[config.mk]
export PLATFORM = sky130hd
export DESIGN_NAME = ptri_cordic_cell
export DESIGN_NICKNAME = d
export VERILOG_FILES = /design/src/rtl/core/ptri_pkg.sv /design/src/rtl/core/ptri_cordic_cell.sv
export SDC_FILE = /design/constraint.sdc
export NUM_CORES = 1
export LEC_CHECK = 0
export BUFFER_PORTS_ARGS = -buffer_cell sky130_fd_sc_hd__buf_2
export CORE_MARGIN = 5
export CORE_UTILIZATION = 25
export DETAILED_ROUTE_END_ITERATION = 16
export SYNTH_ARGS = -nofsm -noshare
export SYNTH_HDL_FRONTEND = slang
export SYNTH_SLANG_ARGS = --single-unit
[constraint.sdc]
create_clock -name i_clk -period 7.5 [get_ports i_clk]
set_input_delay 0.375 -clock i_clk [delete_from_list [all_inputs] [get_ports i_clk]]
set_output_delay 0.375 -clock i_clk [all_outputs]
set_load 0.05 [all_outputs]
[src/rtl/core/ptri_pkg.sv]
// shared types, constants and the arctangent table for the range image projection
// used by every module under rtl/core; depends on nothing
package ptri_pkg;

    localparam int IMAGE_ROWS = 64;
    localparam int IMAGE_COLS = 256;
    localparam int ROW_W = 6;
    localparam int COL_W = 8;
    localparam int ROW_QB = $clog2(IMAGE_ROWS);
    localparam int COL_QB = $clog2(IMAGE_COLS);
    localparam int DIV_STEPS = (ROW_QB > COL_QB) ? ROW_QB : COL_QB;
    localparam int SQRT_STEPS = 32;
    localparam int CORDIC_STEPS = 20;

    localparam int CRD_W = 52;
    localparam int ACC_W = 25;
    localparam int REM_W = 24;
    localparam int DVS_W = 20;
    localparam int SH_W = 32;

    localparam logic signed [ACC_W-1:0] PI_Q20 = 25'sd3294199;

    localparam logic [16:0] ELEV_TOP_RST = 17'd51472;
    localparam logic [16:0] ELEV_STEP_RST = 17'd1634;
    localparam logic [18:0] AZIM_STEP_RST = 19'd1608;
    localparam logic [12:0] DEPTH_SCALE_RST = 13'd512;

    typedef enum logic [1:0] {
        CFG_ELEV_TOP    = 2'd0,
        CFG_ELEV_STEP   = 2'd1,
        CFG_AZIM_STEP   = 2'd2,
        CFG_DEPTH_SCALE = 2'd3
    } t_cfg_idx;

    typedef struct packed {
        logic [63:0] rem;
        logic [31:0] root;
    } t_sqrt;

    typedef struct packed {
        logic signed [CRD_W-1:0] x;
        logic signed [CRD_W-1:0] y;
        logic signed [ACC_W-1:0] acc;
    } t_cordic;

    typedef struct packed {
        logic [REM_W-1:0]     rem;
        logic [DIV_STEPS-1:0] q;
    } t_div;

    typedef struct packed {
        logic valid;
        logic keep;
        logic azero;
    } t_ctl;

    // atan(2^-i) in rad * 2^20, rounded
    function automatic logic signed [ACC_W-1:0] atan_q20(input logic [4:0] i);
        logic signed [ACC_W-1:0] v;
        case (i)
            5'd0:    v = 25'sd823550;
            5'd1:    v = 25'sd486170;
            5'd2:    v = 25'sd256879;
            5'd3:    v = 25'sd130396;
            5'd4:    v = 25'sd65451;
            5'd5:    v = 25'sd32757;
            5'd6:    v = 25'sd16383;
            5'd7:    v = 25'sd8192;
            5'd8:    v = 25'sd4096;
            5'd9:    v = 25'sd2048;
            5'd10:   v = 25'sd1024;
            5'd11:   v = 25'sd512;
            5'd12:   v = 25'sd256;
            5'd13:   v = 25'sd128;
            5'd14:   v = 25'sd64;
            5'd15:   v = 25'sd32;
            5'd16:   v = 25'sd16;
            5'd17:   v = 25'sd8;
            5'd18:   v = 25'sd4;
            5'd19:   v = 25'sd2;
            default: v = 25'sd0;
        endcase
        return v;
    endfunction

endpackage

[src/rtl/core/ptri_cordic_cell.sv]
// one vectoring rotation of a cordic arctangent, registered
// depends on ptri_pkg
module ptri_cordic_cell (
    input  logic               i_clk,
    input  logic [4:0]         i_i,
    input  ptri_pkg::t_cordic  i_d,
    output ptri_pkg::t_cordic  o_d
);

    logic signed [ptri_pkg::CRD_W-1:0] w_dx;
    logic signed [ptri_pkg::CRD_W-1:0] w_dy;
    logic signed [ptri_pkg::ACC_W-1:0] w_ang;
    ptri_pkg::t_cordic n_d;
    ptri_pkg::t_cordic r_d;

    assign w_dx = $signed(i_d.x) >>> i_i;
    assign w_dy = $signed(i_d.y) >>> i_i;
    assign w_ang = ptri_pkg::atan_q20(i_i);

    always_comb begin
        if ($signed(i_d.y) > 0) begin
            n_d.x = $signed(i_d.x) + w_dy;
            n_d.y = $signed(i_d.y) - w_dx;
            n_d.acc = $signed(i_d.acc) + w_ang;
        end else begin
            n_d.x = $signed(i_d.x) - w_dy;
            n_d.y = $signed(i_d.y) + w_dx;
            n_d.acc = $signed(i_d.acc) - w_ang;
        end
    end

    always_ff @(posedge i_clk) begin
        r_d <= n_d;
    end

    assign o_d = r_d;

endmodule

==> metrics.cfg <==
[power]
power.density_mw_per_mm2 = 246.8
ir_drop_mv = 0.1665
p_leak_nw = 9.703

[die]
ios = 264
die_height_um = 299.0
row_count = 106
start_util_pct = 25.06
coreArea_mm2 = 0.08329
die-area_mm2 = 0.08937
die_w_um = 299.0

[clocking]
cts-root-buf = clkbuf_16
clk_pin_slew_ns = 0.06
cts_tree = built
cts_resized = 0
postCtsSetupRepairBufs = 0
cts.sinks = 129
htree_num_levels = 4
cts_buffers = 17
ctsHoldBuffers = 0
clockBufferDepth = 2

[synthesis]
synth_ff_type = dfxtp_1
synthTopCellsByArea = mux4_2 17%, dfxtp_1 12%, ha_1 8.3%
synth_cells = 2384
synth_seq_area_share_pct = 12.37
syn-cell-area_mm2 = 0.02087
ys_ff_latch = 129
synth_nets = 2661
synth_top_area_share_pct = 17.37
synth_top_cell_by_area = mux4_2
yosys_warnings = 0
ys_async_sr_fraction_pct = 0
synth-edff-count = 0
syn_avg_cell_area_um2 = 8.756
yosysUniqueCellTypes = 108

[worst_setup_path]
path_delay_family = compound AO/OA/AOI/OAI gates
slowest_delay_ns = 0.48
path_buf_inv = 4
crit_path_end_kind = register
start_kind = input port
critical_path_class = in2reg
arrival_ns = 6.88
slowest_stage = o31ai_1
crit_required_ns = 7.87
crit_path_max_fanout = 56
critical_path.cell_chain = clkbuf_8 -> buf_12 -> buf_4 -> mux2_2 -> mux2_2 -> a222oi_1 -> buf_4 -> nand2_1 -> o32ai_2 -> and4_1 -> nor3b_1 -> a21oi_1 -> xor2_1 -> ha_1 -> and4_1 -> nand3_1 -> or2_2 -> a211oi_1 -> a211oi_1 -> o31ai_1 -> a41oi_1 -> a21oi_1 -> a31oi_1 -> xnor2_1

[drt]
vias = 21220
drc = 0
drt-initial-drc-count = 2421
routed_wl_mm = 90.39
wl_per_cell_um = 24.36
routed_via_density = 5.719
drt_first_pass_iters = 8
ant_nets = 0

[outcome]
status = finished, final reports clean

[grt]
antenna_found_initial = 24
grt_first_pass_wirelength_mm = 132.8
grt_start_max_net_pins = 75
grt_pass1_vias = 20470
grt-ovfl-total = 0
grt_usage_pct = 19.46

[final_layout]
final_nets = 2882
drive_gt1_share_pct = 25.11
fillers = 8988
seqCellArea_mm2 = 0.002582
area_growth_syn_to_layout_pct = 15.36
largest_register_ffs = 129
multi_input_comb_area_mm2 = 0.01735

[min_path]
min_path_type = in2reg
holdPathStages = 2
hold_start = i_d[1]
hold_end = o_d[1]$_DFF_P_

[flow_run]
cap_violations = 0

[sta]
final-max-slew-violation-count = 0
fin_ws_ns = 0.9876
hold_viol = 0
finalCriticalPeriod_ns = 6.512
worstMarginPinSlew_ns = 1.065
post-route-period-util_pct = 86.83
final-setup-viol-count = 0
fmax_mhz = 153.6
slew_headroom_pct = 28.98
rsz0062_at_grt = false
fin_setup_tns_ns = 0

[placement]
dp_hpwl_mm = 72.97
place_ws_ns = 0.6005
place.gp.congestion = 1.001
io_buffers = 263

## layout by cell type (no fill, tap or decap), types with 30 or more instances in the layout
master / count
nand3_1: 52
o21ai_0: 104
nor3_1: 48
buf_2: 258
a21o_1: 72
a21oi_1: 176
inv_1: 53
xor2_1: 86
nand2_1: 177
a31oi_1: 37
mux4_2: 161
xnor2_1: 130
nand2b_1: 30
buf_4: 78
nor2_1: 176
mux2i_1: 91
dfxtp_1: 129
mux2_2: 57
a211oi_1: 30
ha_1: 139
## power by group
group | internal (mW) | switching, mW
logic | 1.24 | 2.75
registers | 1.01 | 0.0834
clock network | 0.504 | 0.354
total | 2.75 | 3.19
## per-stage QoR
step	util, %	hold WS, ns	cell area, µm²	total power [mW]	instances
CTS	28.87	0.1557	24050	6.012	3697
global placement	28.16	0.6822	23460	5.107	3666
detailed placement	28.16	0.6844	23460	5.103	3666
floorplan	-	0.5049	20870	4.012	2384
global route	28.89	0.1776	24060	6.320	3703
finish	28.91	0.2065	24080	5.944	3711
## layout make-up
type	count	area share, %
antenna	14	0.1455
inverter	57	0.8885
timing repair buffer	341	8.147
multi-input combinational	2059	72.04
sequential	129	10.72
clock inverter	12	0.5612
clock buffer	19	1.881
tap	1080	5.612
## logic make-up after synthesis
logic type                 synth area share [%]
xor gates and xnor gates                  9.063
muxes                                     25.58
buffers and inverters                     4.591
DFF                                       12.37
adders and majority gates                 8.620
AOI/OAI and AO/OA                         22.53
and+or+nand+nor                           17.25
## per-layer routing
layer | track usage, % | routed length (µm)
met5 | 0 | 117
met4 | 11.07 | 5950
met3 | 4.657 | 7726
met2 | 32.58 | 42890
met1 | 22.84 | 33710
## worst max path at each step
stage,start,to,slack (ns),depth (start not counted)
after global placement,i_i[0],o_d[75]$_DFF_P_,0.65,23
after CTS,i_i[0],o_d[76]$_DFF_P_,1.13,24
after detailed placement,i_i[0],o_d[76]$_DFF_P_,0.60,24
after floorplan,i_i[0],o_d[127]$_DFF_P_,1.09,29
final,i_i[0],o_d[76]$_DFF_P_,0.99,24
after global routing,i_i[0],o_d[76]$_DFF_P_,0.48,22
## synthesized netlist by cell type (17+ instances only)
library cell	count
inv_1	53
a21oi_1	176
ha_1	139
xnor2_1	130
nor2b_1	28
nor3_1	49
dfxtp_1	129
a211oi_1	30
nand2b_1	30
nand4_1	17
a21o_1	72
clkbuf_1	59
mux4_2	161
nor2_1	177
o31ai_1	25
nor4_1	26
nand2_1	177
mux2_2	57
o22ai_1	21
o211ai_1	22
nand3_1	52
and3_1	26
buf_2	40
o21ai_0	104
xor2_1	86
and2_1	19
o21a_1	22
a31oi_1	37
mux2i_1	91
(Power assumes the default switching activity.)
