--- src/rtl/core/ptri_pkg.sv ---
// shared types, constants and the arctangent table for the range image projection
// used by every module under rtl/core; depends on nothing
package ptri_pkg;

    localparam int IMAGE_ROWS = 64;
    localparam int IMAGE_COLS = 256;
    localparam int ROW_W = 6;
    localparam int COL_W = 8;
    localparam int ROW_QB = $clog2(IMAGE_ROWS);
    localparam int COL_QB = $clog2(IMAGE_COLS);
    localparam int DIV_STEPS = (ROW_QB > COL_QB) ? ROW_QB : COL_QB;
    localparam int SQRT_STEPS = 32;
    localparam int CORDIC_STEPS = 20;

    localparam int CRD_W = 52;
    localparam int ACC_W = 25;
    localparam int REM_W = 24;
    localparam int DVS_W = 20;
    localparam int SH_W = 32;

    localparam logic signed [ACC_W-1:0] PI_Q20 = 25'sd3294199;

    localparam logic [16:0] ELEV_TOP_RST = 17'd51472;
    localparam logic [16:0] ELEV_STEP_RST = 17'd1634;
    localparam logic [18:0] AZIM_STEP_RST = 19'd1608;
    localparam logic [12:0] DEPTH_SCALE_RST = 13'd512;

    typedef enum logic [1:0] {
        CFG_ELEV_TOP    = 2'd0,
        CFG_ELEV_STEP   = 2'd1,
        CFG_AZIM_STEP   = 2'd2,
        CFG_DEPTH_SCALE = 2'd3
    } t_cfg_idx;

    typedef struct packed {
        logic [63:0] rem;
        logic [31:0] root;
    } t_sqrt;

    typedef struct packed {
        logic signed [CRD_W-1:0] x;
        logic signed [CRD_W-1:0] y;
        logic signed [ACC_W-1:0] acc;
    } t_cordic;

    typedef struct packed {
        logic [REM_W-1:0]     rem;
        logic [DIV_STEPS-1:0] q;
    } t_div;

    typedef struct packed {
        logic valid;
        logic keep;
        logic azero;
    } t_ctl;

    // atan(2^-i) in rad * 2^20, rounded
    function automatic logic signed [ACC_W-1:0] atan_q20(input logic [4:0] i);
        logic signed [ACC_W-1:0] v;
        case (i)
            5'd0:    v = 25'sd823550;
            5'd1:    v = 25'sd486170;
            5'd2:    v = 25'sd256879;
            5'd3:    v = 25'sd130396;
            5'd4:    v = 25'sd65451;
            5'd5:    v = 25'sd32757;
            5'd6:    v = 25'sd16383;
            5'd7:    v = 25'sd8192;
            5'd8:    v = 25'sd4096;
            5'd9:    v = 25'sd2048;
            5'd10:   v = 25'sd1024;
            5'd11:   v = 25'sd512;
            5'd12:   v = 25'sd256;
            5'd13:   v = 25'sd128;
            5'd14:   v = 25'sd64;
            5'd15:   v = 25'sd32;
            5'd16:   v = 25'sd16;
            5'd17:   v = 25'sd8;
            5'd18:   v = 25'sd4;
            5'd19:   v = 25'sd2;
            default: v = 25'sd0;
        endcase
        return v;
    endfunction

endpackage

--- src/rtl/core/ptri_sqrt_cell.sv ---
// one bit of a restoring integer square root, registered
// depends on ptri_pkg
module ptri_sqrt_cell (
    input  logic             i_clk,
    input  logic [4:0]       i_k,
    input  ptri_pkg::t_sqrt  i_d,
    output ptri_pkg::t_sqrt  o_d
);

    logic [65:0] w_term;
    logic [65:0] w_rem;
    ptri_pkg::t_sqrt n_d;
    ptri_pkg::t_sqrt r_d;

    // (root + 2^k)^2 - root^2
    assign w_term = ({34'd0, i_d.root} << ({1'b0, i_k} + 6'd1)) + (66'd1 << {i_k, 1'b0});
    assign w_rem = {2'b00, i_d.rem};

    always_comb begin
        n_d = i_d;
        if (w_rem >= w_term) begin
            n_d.rem = 64'(w_rem - w_term);
            n_d.root = i_d.root | (32'd1 << i_k);
        end
    end

    always_ff @(posedge i_clk) begin
        r_d <= n_d;
    end

    assign o_d = r_d;

endmodule

--- config.mk ---
export PLATFORM = sky130hd
export DESIGN_NAME = ptri_sqrt_cell
export DESIGN_NICKNAME = d
export VERILOG_FILES = /design/src/rtl/core/ptri_pkg.sv /design/src/rtl/core/ptri_sqrt_cell.sv
export SDC_FILE = /design/constraint.sdc
export NUM_CORES = 1
export LEC_CHECK = 0
export ABC_AREA = 1
export BUFFER_PORTS_ARGS = -buffer_cell sky130_fd_sc_hd__buf_2
export CAP_MARGIN = 15
export CORE_MARGIN = 2
export CORE_UTILIZATION = 40
export CTS_BUF_LIST = sky130_fd_sc_hd__clkbuf_8
export CTS_CLUSTER_SIZE = 25
export DETAILED_ROUTE_END_ITERATION = 8
export GPL_TIMING_DRIVEN = 0
export HOLD_SLACK_MARGIN = 0.02
export PLACE_DENSITY = 0.61
export RECOVER_POWER = 100
export SLEW_MARGIN = 5
export SYNTH_ARGS = -nofsm -noshare
export SYNTH_HDL_FRONTEND = slang
export SYNTH_SLANG_ARGS = --single-unit
--- constraint.sdc ---
create_clock -name i_clk -period 9 [get_ports i_clk]
set_input_delay 0.9 -clock i_clk [delete_from_list [all_inputs] [get_ports i_clk]]
set_output_delay 0.9 -clock i_clk [all_outputs]
set_load 0.005 [all_outputs]
==> summary.txt <==
Floorplan
  – Die footprint: between 30,000 and 40,000 sq um
  – Die H: 192.8 microns
  – Die Wd: about 190 microns
  – IO Count: between 150 and 200
  – Initial Util: 0.4036
  – # rows: 69
  – Core box area: about 35,000 sq um

Global route
  – First-pass GRT wire length: 97,100 microns
  – Vias in the first global route: between 15,000 and 20,000
  – All-Layer GR Usage: 0.3526
  – Initial antenna violation count: 0
  – Largest net degree at the start of global routing: 20
  – GRT overflow: 0

STA
  – Tcrit/Tclk final: 0.9530
  – Min Tclk post-route: 8577 ps
  – RSZ-0062 raised after global routing: false
  – Slew HR: 0.1047
  – Setup violations, final: 0
  – Final Slew Violations: 0
  – Fmax achieved: about 0.12 GHz
  – Final Hold Viols: 0
  – Worst-Margin Slew: 1331 ps
  – Slack of the critical path: 422.8 ps

Synthesis
  – Avg Cell Area, Syn: 5.678 sq um
  – Ys async rst share: 0
  – Count of cell types in the netlist: 64
  – Post-synth top area share: 0.2036
  – Post-Syn Area: 14,250 sq um
  – Top-count cell post-synth: nand2_1
  – Synth cell count leaders: nand2_1, inv_1, nor2_1
  – Synth area leaders: nand2_1, dfxtp_1, ha_1, nand3_1, inv_1
  – Sequential area share after synthesis: 0.1349
  – Synthesized flop and latch total: 96
  – Most used flip-flop cell after synthesis: dfxtp_1
  – Synth Warn #: 0
  – Post-synth EDFFs: 0
  – Mapped Cells: 2,510
  – Area leader, netlist: nand2_1
  – Synth Net Count: approximately 2,700

Clock network
  – CTS HTree Levels: 3
  – Cts hold-fix bufs: 0
  – Clock slew at reported path FFs: 120 ps
  – CTS tree: built
  – Total CTS buffers: 9
  – Clk sinks: 96
  – Clock Path Buffers: 2
  – CTS Root Cell: clkbuf_8

Run status
  – Outcome: finished clean

Layout
  – Net count, final: 2,926
  – Final Util: 0.4497
  – Ratio of cells with drive above 1 in the final layout: 0.1028
  – Inserted Diodes: 0
  – Number of flip-flops in the largest register: 96
  – Syn-to-layout area delta: 11.42%

Detailed routing
  – Post-route ant nets: 0
  – Drt first-iter violations: ~1,300
  – Via density: 5.439
  – Total Routed Length: 65,590 microns
  – Vias: 17,330
  – Router iterations before antenna repair: 7
  – Residual DRC count: 0
  – Drt wl/cell: 20.59 microns

Place
  – Dpl ws: -664.9 ps
  – HPWL Detailed: around 58,000 microns
  – GPL Wtd Cong: 1.024
  – Number of port buffers: a little under 200

Setup path
  – CP Class: primary input to flip-flop
  – Most Frequent Cell on Critical Path: nand2_1
  – WP data required: 9390 ps
  – CP Capture Type: flip-flop
  – CP arrival: 8960 ps
  – Crit path largest cell delay: ~540 ps
  – Slowest CP cell: a21boi_0
  – CP Launch Type: primary input
  – CP Max Fanout: 11

Pwr
  – Worst VDD drop: 0.1496 mV
  – Leakage: 0.007725 uW
  – Pwr Density: 145.0 nW/um^2

Hold path
  – Worst Hold Class: primary input to flip-flop
  – Worst hold start: i_d[25]
  – Hold Path Sink: o_d[25]
  – Min-Delay Path Depth: 3

Job
  – Max-Cap Viols: 0
power breakdown:
group / switching (uW) / total (uW) / leakage [uW] / internal (uW)
clock: 203 / 312 / 0.0000970 / 109
sequential: 25.1 / 558 / 0.000810 / 533
combinational: 964 / 1430 / 0.00682 / 468
total: 1190 / 2300 / 0.00773 / 1110
layer usage:
metal | share of wire | GRT usage | up-vias
met1 | 0.42 | 0.4271 | 7858
met5 | 0 | 0 | -
met3 | 0.057 | 0.04346 | 180
met4 | 0.078 | 0.2410 | 0
li1 | - | - | 8607
met2 | 0.45 | 0.5813 | 683
worst max path at each step:
| stage | start | to | cells after the start |
|---|---|---|---|
| 2_1_floorplan | i_k[0] | o_d[57] | 45 |
| 3_3_place_gp | i_k[0] | o_d[76] | 39 |
| 3_5_place_dp | i_k[0] | o_d[76] | 39 |
| 4_1_cts | i_k[0] | o_d[76] | 39 |
| 5_1_grt | i_k[0] | o_d[66] | 47 |
| 6_report | i_k[0] | o_d[80] | 41 |
placed cells by master (no fill, tap or decap), types with 6 or more instances in the layout:
cell / synthesis / layout
clkbuf_8: 0 / 9
ha_1: 103 / 103
dfxtp_1: 96 / 96
xnor2_1: 20 / 20
nor2_2: 11 / 11
nand3b_1: 10 / 10
nand3_2: 9 / 9
nor2_1: 253 / 253
nand2_2: 54 / 24
nand3_1: 235 / 235
buf_6: 9 / 12
nand2_1: 773 / 803
o211ai_1: 8 / 8
a21boi_0: 6 / 6
o22ai_1: 6 / 6
nor4_1: 15 / 15
xor2_1: 77 / 77
clkbuf_2: 0 / 8
inv_2: 14 / 14
a21oi_1: 136 / 136
buf_4: 9 / 8
o21ai_0: 127 / 121
o21bai_1: 14 / 14
inv_1: 304 / 304
a31oi_1: 29 / 29
nand4_1: 34 / 34
o221ai_1: 8 / 8
a21o_1: 6 / 6
o21ai_1: 8 / 12
o21a_1: 16 / 16
clkbuf_1: 19 / 85
nor3_1: 26 / 25
buf_2: 17 / 142
layout make-up:
class / instances / area (sq um)
repair buffers: 200 / 942.2
clock inverters: 7 / 72.57
flip-flops and latches: 96 / 1922
well taps: 461 / 576.8
plain buffers: 63 / 414.1
clock buffers: 9 / 123.9
inverters: 322 / 1214
fillers: 4057 / 19430
multi-input cells: 2028 / 10610
cell families after synthesis:
family                   synth area share
flip-flops                         0.1349
AND/OR/NAND/NOR                    0.4415
adder cells (fa/ha/maj)           0.09184
AO/OA/AOI/OAI                      0.1543
buffers and inverters              0.1160
XOR/XNOR                          0.06155
stage by stage:
stage / cell area [sq um] / instances / power [uW] / setup TNS (ps) / hold WS (ps)
finish: 15880 / 3186 / 2303 / 0 / 660.3
floorplan: 14250 / 2510 / 1514 / 0 / 991.9
CTS: 16030 / 3185 / 2338 / 0 / 635.1
global route: 15880 / 3186 / 2498 / 0 / 649.8
detailed placement: 15830 / 3169 / 2015 / -50040 / 1113
global placement: 15800 / 3166 / 2012 / -45520 / 1113
what timing repair did:
| item | 4_1_cts | 5_1_grt |
|---|---|---|
| endpoints found under the setup margin | 65 | 96 |
| pin swaps | 0 | 1 |
| resized for setup | 1 | 14 |
| setup buffers | 0 | 2 |
critical path, delay by kind of cell:
| kind | cells | cell delay, ps |
|---|---|---|
| adder cells (fa/ha/maj) | 3 | 1020 |
| buffers and inverters | 12 | 2240 |
| AND/OR/NAND/NOR | 18 | 2720 |
| AO/OA/AOI/OAI | 8 | 2030 |
No activity file was read; power rests on OpenSTA's default activity.
