<file path="src/rtl/core/ptri_pkg.sv">
// shared types, constants and the arctangent table for the range image projection
// used by every module under rtl/core; depends on nothing
package ptri_pkg;

    localparam int IMAGE_ROWS = 64;
    localparam int IMAGE_COLS = 256;
    localparam int ROW_W = 6;
    localparam int COL_W = 8;
    localparam int ROW_QB = $clog2(IMAGE_ROWS);
    localparam int COL_QB = $clog2(IMAGE_COLS);
    localparam int DIV_STEPS = (ROW_QB > COL_QB) ? ROW_QB : COL_QB;
    localparam int SQRT_STEPS = 32;
    localparam int CORDIC_STEPS = 20;

    localparam int CRD_W = 52;
    localparam int ACC_W = 25;
    localparam int REM_W = 24;
    localparam int DVS_W = 20;
    localparam int SH_W = 32;

    localparam logic signed [ACC_W-1:0] PI_Q20 = 25'sd3294199;

    localparam logic [16:0] ELEV_TOP_RST = 17'd51472;
    localparam logic [16:0] ELEV_STEP_RST = 17'd1634;
    localparam logic [18:0] AZIM_STEP_RST = 19'd1608;
    localparam logic [12:0] DEPTH_SCALE_RST = 13'd512;

    typedef enum logic [1:0] {
        CFG_ELEV_TOP    = 2'd0,
        CFG_ELEV_STEP   = 2'd1,
        CFG_AZIM_STEP   = 2'd2,
        CFG_DEPTH_SCALE = 2'd3
    } t_cfg_idx;

    typedef struct packed {
        logic [63:0] rem;
        logic [31:0] root;
    } t_sqrt;

    typedef struct packed {
        logic signed [CRD_W-1:0] x;
        logic signed [CRD_W-1:0] y;
        logic signed [ACC_W-1:0] acc;
    } t_cordic;

    typedef struct packed {
        logic [REM_W-1:0]     rem;
        logic [DIV_STEPS-1:0] q;
    } t_div;

    typedef struct packed {
        logic valid;
        logic keep;
        logic azero;
    } t_ctl;

    // atan(2^-i) in rad * 2^20, rounded
    function automatic logic signed [ACC_W-1:0] atan_q20(input logic [4:0] i);
        logic signed [ACC_W-1:0] v;
        case (i)
            5'd0:    v = 25'sd823550;
            5'd1:    v = 25'sd486170;
            5'd2:    v = 25'sd256879;
            5'd3:    v = 25'sd130396;
            5'd4:    v = 25'sd65451;
            5'd5:    v = 25'sd32757;
            5'd6:    v = 25'sd16383;
            5'd7:    v = 25'sd8192;
            5'd8:    v = 25'sd4096;
            5'd9:    v = 25'sd2048;
            5'd10:   v = 25'sd1024;
            5'd11:   v = 25'sd512;
            5'd12:   v = 25'sd256;
            5'd13:   v = 25'sd128;
            5'd14:   v = 25'sd64;
            5'd15:   v = 25'sd32;
            5'd16:   v = 25'sd16;
            5'd17:   v = 25'sd8;
            5'd18:   v = 25'sd4;
            5'd19:   v = 25'sd2;
            default: v = 25'sd0;
        endcase
        return v;
    endfunction

endpackage

</file>
<file path="src/rtl/core/ptri_div_cell.sv">
// one quotient bit of a restoring division, registered
// depends on ptri_pkg
module ptri_div_cell (
    input  logic                        i_clk,
    input  logic [3:0]                  i_k,
    input  logic [ptri_pkg::DVS_W-1:0]  i_div,
    input  ptri_pkg::t_div              i_d,
    output ptri_pkg::t_div              o_d
);

    logic [ptri_pkg::SH_W-1:0] w_sh;
    logic [ptri_pkg::SH_W-1:0] w_rem;
    ptri_pkg::t_div n_d;
    ptri_pkg::t_div r_d;

    assign w_sh = {{(ptri_pkg::SH_W-ptri_pkg::DVS_W){1'b0}}, i_div} << i_k;
    assign w_rem = {{(ptri_pkg::SH_W-ptri_pkg::REM_W){1'b0}}, i_d.rem};

    always_comb begin
        n_d = i_d;
        if (w_rem >= w_sh) begin
            n_d.rem = ptri_pkg::REM_W'(w_rem - w_sh);
            n_d.q = i_d.q | (ptri_pkg::DIV_STEPS'(1) << i_k);
        end
    end

    always_ff @(posedge i_clk) begin
        r_d <= n_d;
    end

    assign o_d = r_d;

endmodule
</file>
<file path="config.mk">
export PLATFORM = sky130hd
export DESIGN_NAME = ptri_div_cell
export DESIGN_NICKNAME = d
export VERILOG_FILES = /design/src/rtl/core/ptri_pkg.sv /design/src/rtl/core/ptri_div_cell.sv
export SDC_FILE = /design/constraint.sdc
export NUM_CORES = 1
export LEC_CHECK = 0
export ABC_AREA = 1
export BUFFER_PORTS_ARGS = -buffer_cell sky130_fd_sc_hd__buf_2
export CAP_MARGIN = 20
export CORE_MARGIN = 2
export CORE_UTILIZATION = 35
export CTS_CLUSTER_SIZE = 40
export DETAILED_ROUTE_END_ITERATION = 10
export GPL_TIMING_DRIVEN = 0
export PLACE_DENSITY_LB_ADDON = 0.05
export SYNTH_ARGS = -nofsm -noshare
export SYNTH_HDL_FRONTEND = slang
export SYNTH_SLANG_ARGS = --single-unit
</file>
<file path="constraint.sdc">
create_clock -name i_clk -period 8.4 [get_ports i_clk]
set_clock_uncertainty 0.15 [all_clocks]
set_input_delay 0.42 -clock i_clk [delete_from_list [all_inputs] [get_ports i_clk]]
set_output_delay 0.42 -clock i_clk [all_outputs]
set_load 0.02 [all_outputs]
</file>
==> metrics.txt, run 1 <==
gr ovfl total 0; crit path to o_d[19]; CTS Buf Count 5; Die W 108 µm; Longest Clk Path Bufs 2; fin crit period 3710 ps; Root Buffer clkbuf_8; Via density 4.85; Worst VDD drop 0.0000604 V; Worst path most repeated cell nand2_1; Slew Limit Fails 0; Primary FF master, synth dfxtp_1; Async S/R FF share, synth 0%; # IOs 89; Post-DRT Antenna Nets 0; commonest non-fill, non-tap cell in the layout nand2_1; Mapped Cells 692; # DRC 0; Cell Area, Synth 0.00380 mm²; global-route wire length before repair 20300 µm; Die H 108 µm; CP max FO 10; worst min-delay path class input port to flip-flop; Worst path slowest cell clkbuf_1; Fin Setup TNS 0 ps; Routed WL per cell 14.1 µm; P per Cell Area 147 mW/mm²; Worst-path clk slew 80 ps; syn_nets 774; row cnt 38; core area 0.0107 mm²; Worst setup startpoint i_k[1]; Pre-antenna DRT Iters 5; vias in the first global route 4051; PortBufs 86; Startpoint Class input port; Max Cap Viol 0; highest clock frequency the design can meet 269 MHz; pin count of the biggest net entering global routing 11; Worst Path Arrival 3800 ps; CTS tree yes; WL final 13000 µm; Final Power 663 µW; number of synthesized flops with an enable pin 0; Worst Tran Pin Value 436 ps; n_diodes 0; Detail Placement HPWL 11200 µm; CP Class input port to flip-flop; post-synth cell types 37; post_cts resized 0; crit path capture type flip-flop; LEAKAGE 0.00258 µW; CP peak stage delay 340 ps; Max-slew headroom 70.7%; final net count 867; sequential element share of the synthesized area 16.9%; max FFs per register 32; starting density of the core 35.5%; GRT Util Overall 22.4%; Sink Count 32; Yosys warnings 0; WP data required 8490 ps; Crit path depth 21; postcts setup bufs 0; setup violators final 0; crit path cell chain buf_2 -> inv_1 -> buf_2 -> clkbuf_1 -> nand3_1 -> nand2_1 -> nor2_1 -> a31oi_1 -> nand2_1 -> o21ai_0 -> ha_1 -> a21oi_1 -> o21ai_0 -> nor2_1 -> nand3_1 -> nand2_1 -> nand2_2 -> nand2_4 -> buf_6 -> nand2_1 -> nand2_1; vias 4485; RSZ-0062 raised after global routing no; DR iter-0 viols 253; CTS Hold Bufs 0; full die area 0.0117 mm²; Placer Congestion 0.954; CP bufs+invs 5; Avg Cell Area, Syn 5.49 µm²; area delta synth->final 18.5%; final hold viol count 0; most frequent cells in the layout nand2_1, buf_2, nand3_1; CTS H-tree depth 2; crit-path leading delay family simple AND/OR/NAND/NOR gates; outcome completed; #FFs+latches synth 32; fin util 42.1%; layout cell share with drive strength beyond 1 15.5%; period utilization 44.2%; initial antenna violation count 0
[cell families (layout without fill, tap and decap cells)]
group | Yosys count | in the layout | synth area share [%]
fa+ha+maj | 25 | 25 | 8.43
buf+inv | 112 | 205 | 12.9
simple gates | 439 | 439 | 48.6
mux | 1 | 1 | 0.263
xor+xnor | 13 | 13 | 3.00
flops | 32 | 32 | 16.9
compound gates | 70 | 70 | 9.98
[metal layers]
layer | vias to the layer above | routed length [µm] | part of all wire, % | GRT usage (%)
li1 | 2393 | - | - | -
met1 | 1986 | 6570 | 50 | 32.2
met2 | 100 | 5780 | 44 | 36.7
met3 | 6 | 587 | 4.5 | 2.35
met4 | 0 | 96 | 0.74 | 3.85
met5 | - | 0 | 0 | 0
[worst min path at each step]
stage	from	to	slack [ps]	depth (start not counted)
after global routing	i_d[5]	o_d[5]	160	3
after global placement	i_d[4]	o_d[4]	450	3
final	i_d[7]	o_d[7]	160	3
after floorplan	i_d[0]	o_d[0]	360	2
after detailed placement	i_d[1]	o_d[1]	450	3
after CTS	i_d[7]	o_d[7]	150	3
[where the power goes]
part	leakage (µW)	internal [µW]	switching (µW)	total, µW
Combinational	0.00226	120	233	354
Clock	0.0000503	73.1	60.9	134
Sequential	0.000270	171	3.90	175
Total	0.00258	364	298	663
[per-stage QoR]
step | area, µm² | hold WS (ps) | instances | setup slack, ps
2_1_floorplan | 3800 | 362 | 692 | 5290
3_3_place_gp | 4410 | 453 | 918 | 4390
3_5_place_dp | 4410 | 453 | 918 | 4390
4_1_cts | 4500 | 153 | 925 | 4710
5_1_grt | 4500 | 157 | 925 | 4400
6_report | 4500 | 158 | 925 | 4690
[Yosys cell counts (2+ instances only)]
cell type	number	share of area (%)
nand4_1	11	1.8
a21oi_1	22	2.9
xnor2_1	6	1.4
nand2_4	2	0.59
and2_1	2	0.33
xor2_1	7	1.6
o21bai_1	2	0.40
buf_2	5	0.66
o21ai_0	36	4.7
buf_6	5	1.5
nor3_1	5	0.66
nand3_1	88	12
inv_1	87	8.6
nand2_1	275	27
ha_1	24	7.9
nor2_1	45	4.4
or2_2	4	0.66
clkbuf_1	7	0.69
buf_4	6	1.2
dfxtp_1	32	17
a22oi_1	4	0.79
nand2_2	2	0.33
[cell type report]
class	instances	area [µm²]
plain buffers	23	153
flip-flops and latches	32	641
fillers	1268	6200
multi-input cells	548	2670
repair buffers	86	430
inverters	89	337
well taps	140	175
clock buffers	7	96.3
Power figures use the tool's default switching activity.
==> run 2: changes to the inputs <==
==> constraint.sdc (replaced) <==
create_clock -name i_clk -period 3.2 [get_ports i_clk]
set_clock_uncertainty 0.15 [all_clocks]
set_input_delay 0.16 -clock i_clk [delete_from_list [all_inputs] [get_ports i_clk]]
set_output_delay 0.16 -clock i_clk [all_outputs]
set_load 0.02 [all_outputs]
==> metrics.txt, run 2 (synthesized netlist as in run 1, its figures left out) <==
outcome completed; Routed WL per cell 14.0 µm (-0.55%); vias 4644 (+3.5%); Placed Area 0.00441 mm² (unchanged); Startpoint Class input port; Pre-antenna DRT Iters 5 (unchanged); WL final 13500 µm (+3.6%); Max-slew headroom 71.9% (+1.1 points); gr ovfl total 0 (unchanged); Placer Congestion 0.954 (unchanged); row cnt 38 (unchanged); Die W 108 µm (unchanged); n_diodes 0 (unchanged); CTS H-tree depth 2 (unchanged); Worst VDD drop 0.000156 V (+160%); Slew Limit Fails 0 (unchanged); LEAKAGE 0.00277 µW (+7.6%); Root Buffer clkbuf_8; # DRC 0 (unchanged); CP bufs+invs 5 (unchanged); layout cell share with drive strength beyond 1 17.8% (+2.3 points); Worst setup startpoint i_k[1]; period utilization 94.8%; CP max FO 10 (unchanged); GRT Util Overall 22.9% (+0.48 points); Detail Placement HPWL 11200 µm (unchanged); worst hold start i_d[19]; CTS Buf Count 5 (unchanged); Worst-path clk slew 80 ps (about the same); area delta synth->final 31.1%; Worst path most repeated cell nand2_1; Via density 4.82 (-0.64%); met3 routed WL 669 µm (+14%); max FFs per register 32 (unchanged); area of the multi-input gates 0.00276 mm² (+3.5%); Die H 108 µm (unchanged); M1 WL 6620 µm (+0.79%); PortBufs 86 (unchanged); vias in the first global route 4143 (+2.3%); crit path cell chain buf_2 -> inv_1 -> buf_4 -> buf_4 -> nand3_1 -> nand2_1 -> nor2_1 -> a31oi_2 -> nand2_1 -> o21ai_1 -> ha_1 -> a21oi_2 -> o21ai_0 -> nor2_1 -> nand3_1 -> nand2_1 -> nand2_4 -> nand2_4 -> buf_6 -> nand2_1 -> nand2_1; most frequent cells in the layout nand2_1, nand3_1, buf_2, inv_1, nor2_1; pin count of the biggest net entering global routing 20 (+9); WP data required 3280 ps (-5210 ps); Filler Cell Count 1223 (-3.5%); commonest non-fill, non-tap cell in the layout nand2_1; CP peak stage delay 330 ps (about the same); crit path capture type flip-flop; final std cell area, no fill 0.00498 mm² (+11%); FF+latch area 641 µm² (unchanged); Worst path slowest cell ha_1; full die area 0.0117 mm² (unchanged); Worst Tran Pin Value 422 ps (-13.9 ps); Max Cap Viol 0 (unchanged); CP Class input port to flip-flop; Worst Path Arrival 3120 ps (-680 ps); CTS tree yes; starting density of the core 35.5% (unchanged); DR iter-0 viols 205 (-19%); Max Used Layer met4; worst min-delay path class input port to flip-flop; final net count 906 (+4.5%); P per Cell Area 366 mW/mm² (+150%); setup violators final 0 (unchanged); fin util 46.6% (+4.5 points); # IOs 89 (unchanged); highest clock frequency the design can meet 330 MHz; Longest Clk Path Bufs 2 (unchanged); core area 0.0107 mm² (unchanged); Sink Count 32 (unchanged); initial antenna violation count 0 (unchanged); metal2 WL 6090 µm (+5.3%); global-route wire length before repair 20800 µm (+2.3%); fin crit period 3030 ps; crit-path leading delay family simple AND/OR/NAND/NOR gates; final hold viol count 0 (unchanged); Post-DRT Antenna Nets 0 (unchanged)
run 2: final timing paths:
| path | cells after the start | end | slack, ps |
|---|---|---|---|
| worst min-delay path | 3 | o_d[19] | 20 |
| worst max-delay path | 21 | o_d[19] | 170 |
run 2: per-stage QoR:
stage	TNS [ps]	std cells	total power [µW]	hold WS [ps]	worst slack (ps)
4_1_cts	0	955	1780	7.25	23.5
3_3_place_gp	-15180	918	1390	193	-550
5_1_grt	-5.14	964	1970	12.9	-5.14
2_1_floorplan	0	692	1120	102	348
6_report	0	964	1820	23.1	167
3_5_place_dp	-14590	918	1390	193	-546
run 2: timing repair:
action | in CTS | in global routing
buffers inserted | 0 | 9
gates cloned | 0 | 0
endpoints found under the hold margin | 31 | 0
hold buffers | 31 | 0
pin swaps | 0 | 9
endpoints found under the setup margin | 32 | 32
gates resized for setup | 9 | 29
run 2: metal layers:
| layer | GRT usage (%) | vias to the layer above |
|---|---|---|
| li1 | - | 2462 |
| met1 | 32.6 | 2056 |
| met2 | 38.1 | 117 |
| met3 | 2.23 | 9 |
| met4 | 3.85 | 0 |
| met5 | 0 | - |
run 2: area by class of cell:
type | count | area share, %
repair buffers | 126 | 16.2
flip-flops and latches | 32 | 12.9
inverters | 89 | 6.75
plain buffers | 22 | 3.29
multi-input cells | 548 | 55.4
well taps | 140 | 3.51
clock buffers | 7 | 1.93
run 2: power breakdown:
part           internal, µW  leakage, µW  switching [µW]  total (µW)
Combinational           376      0.00245             638        1010
Sequential              449     0.000270            10.5         459
Clock                   192    0.0000503             158         349
Total                  1020      0.00277             806        1820
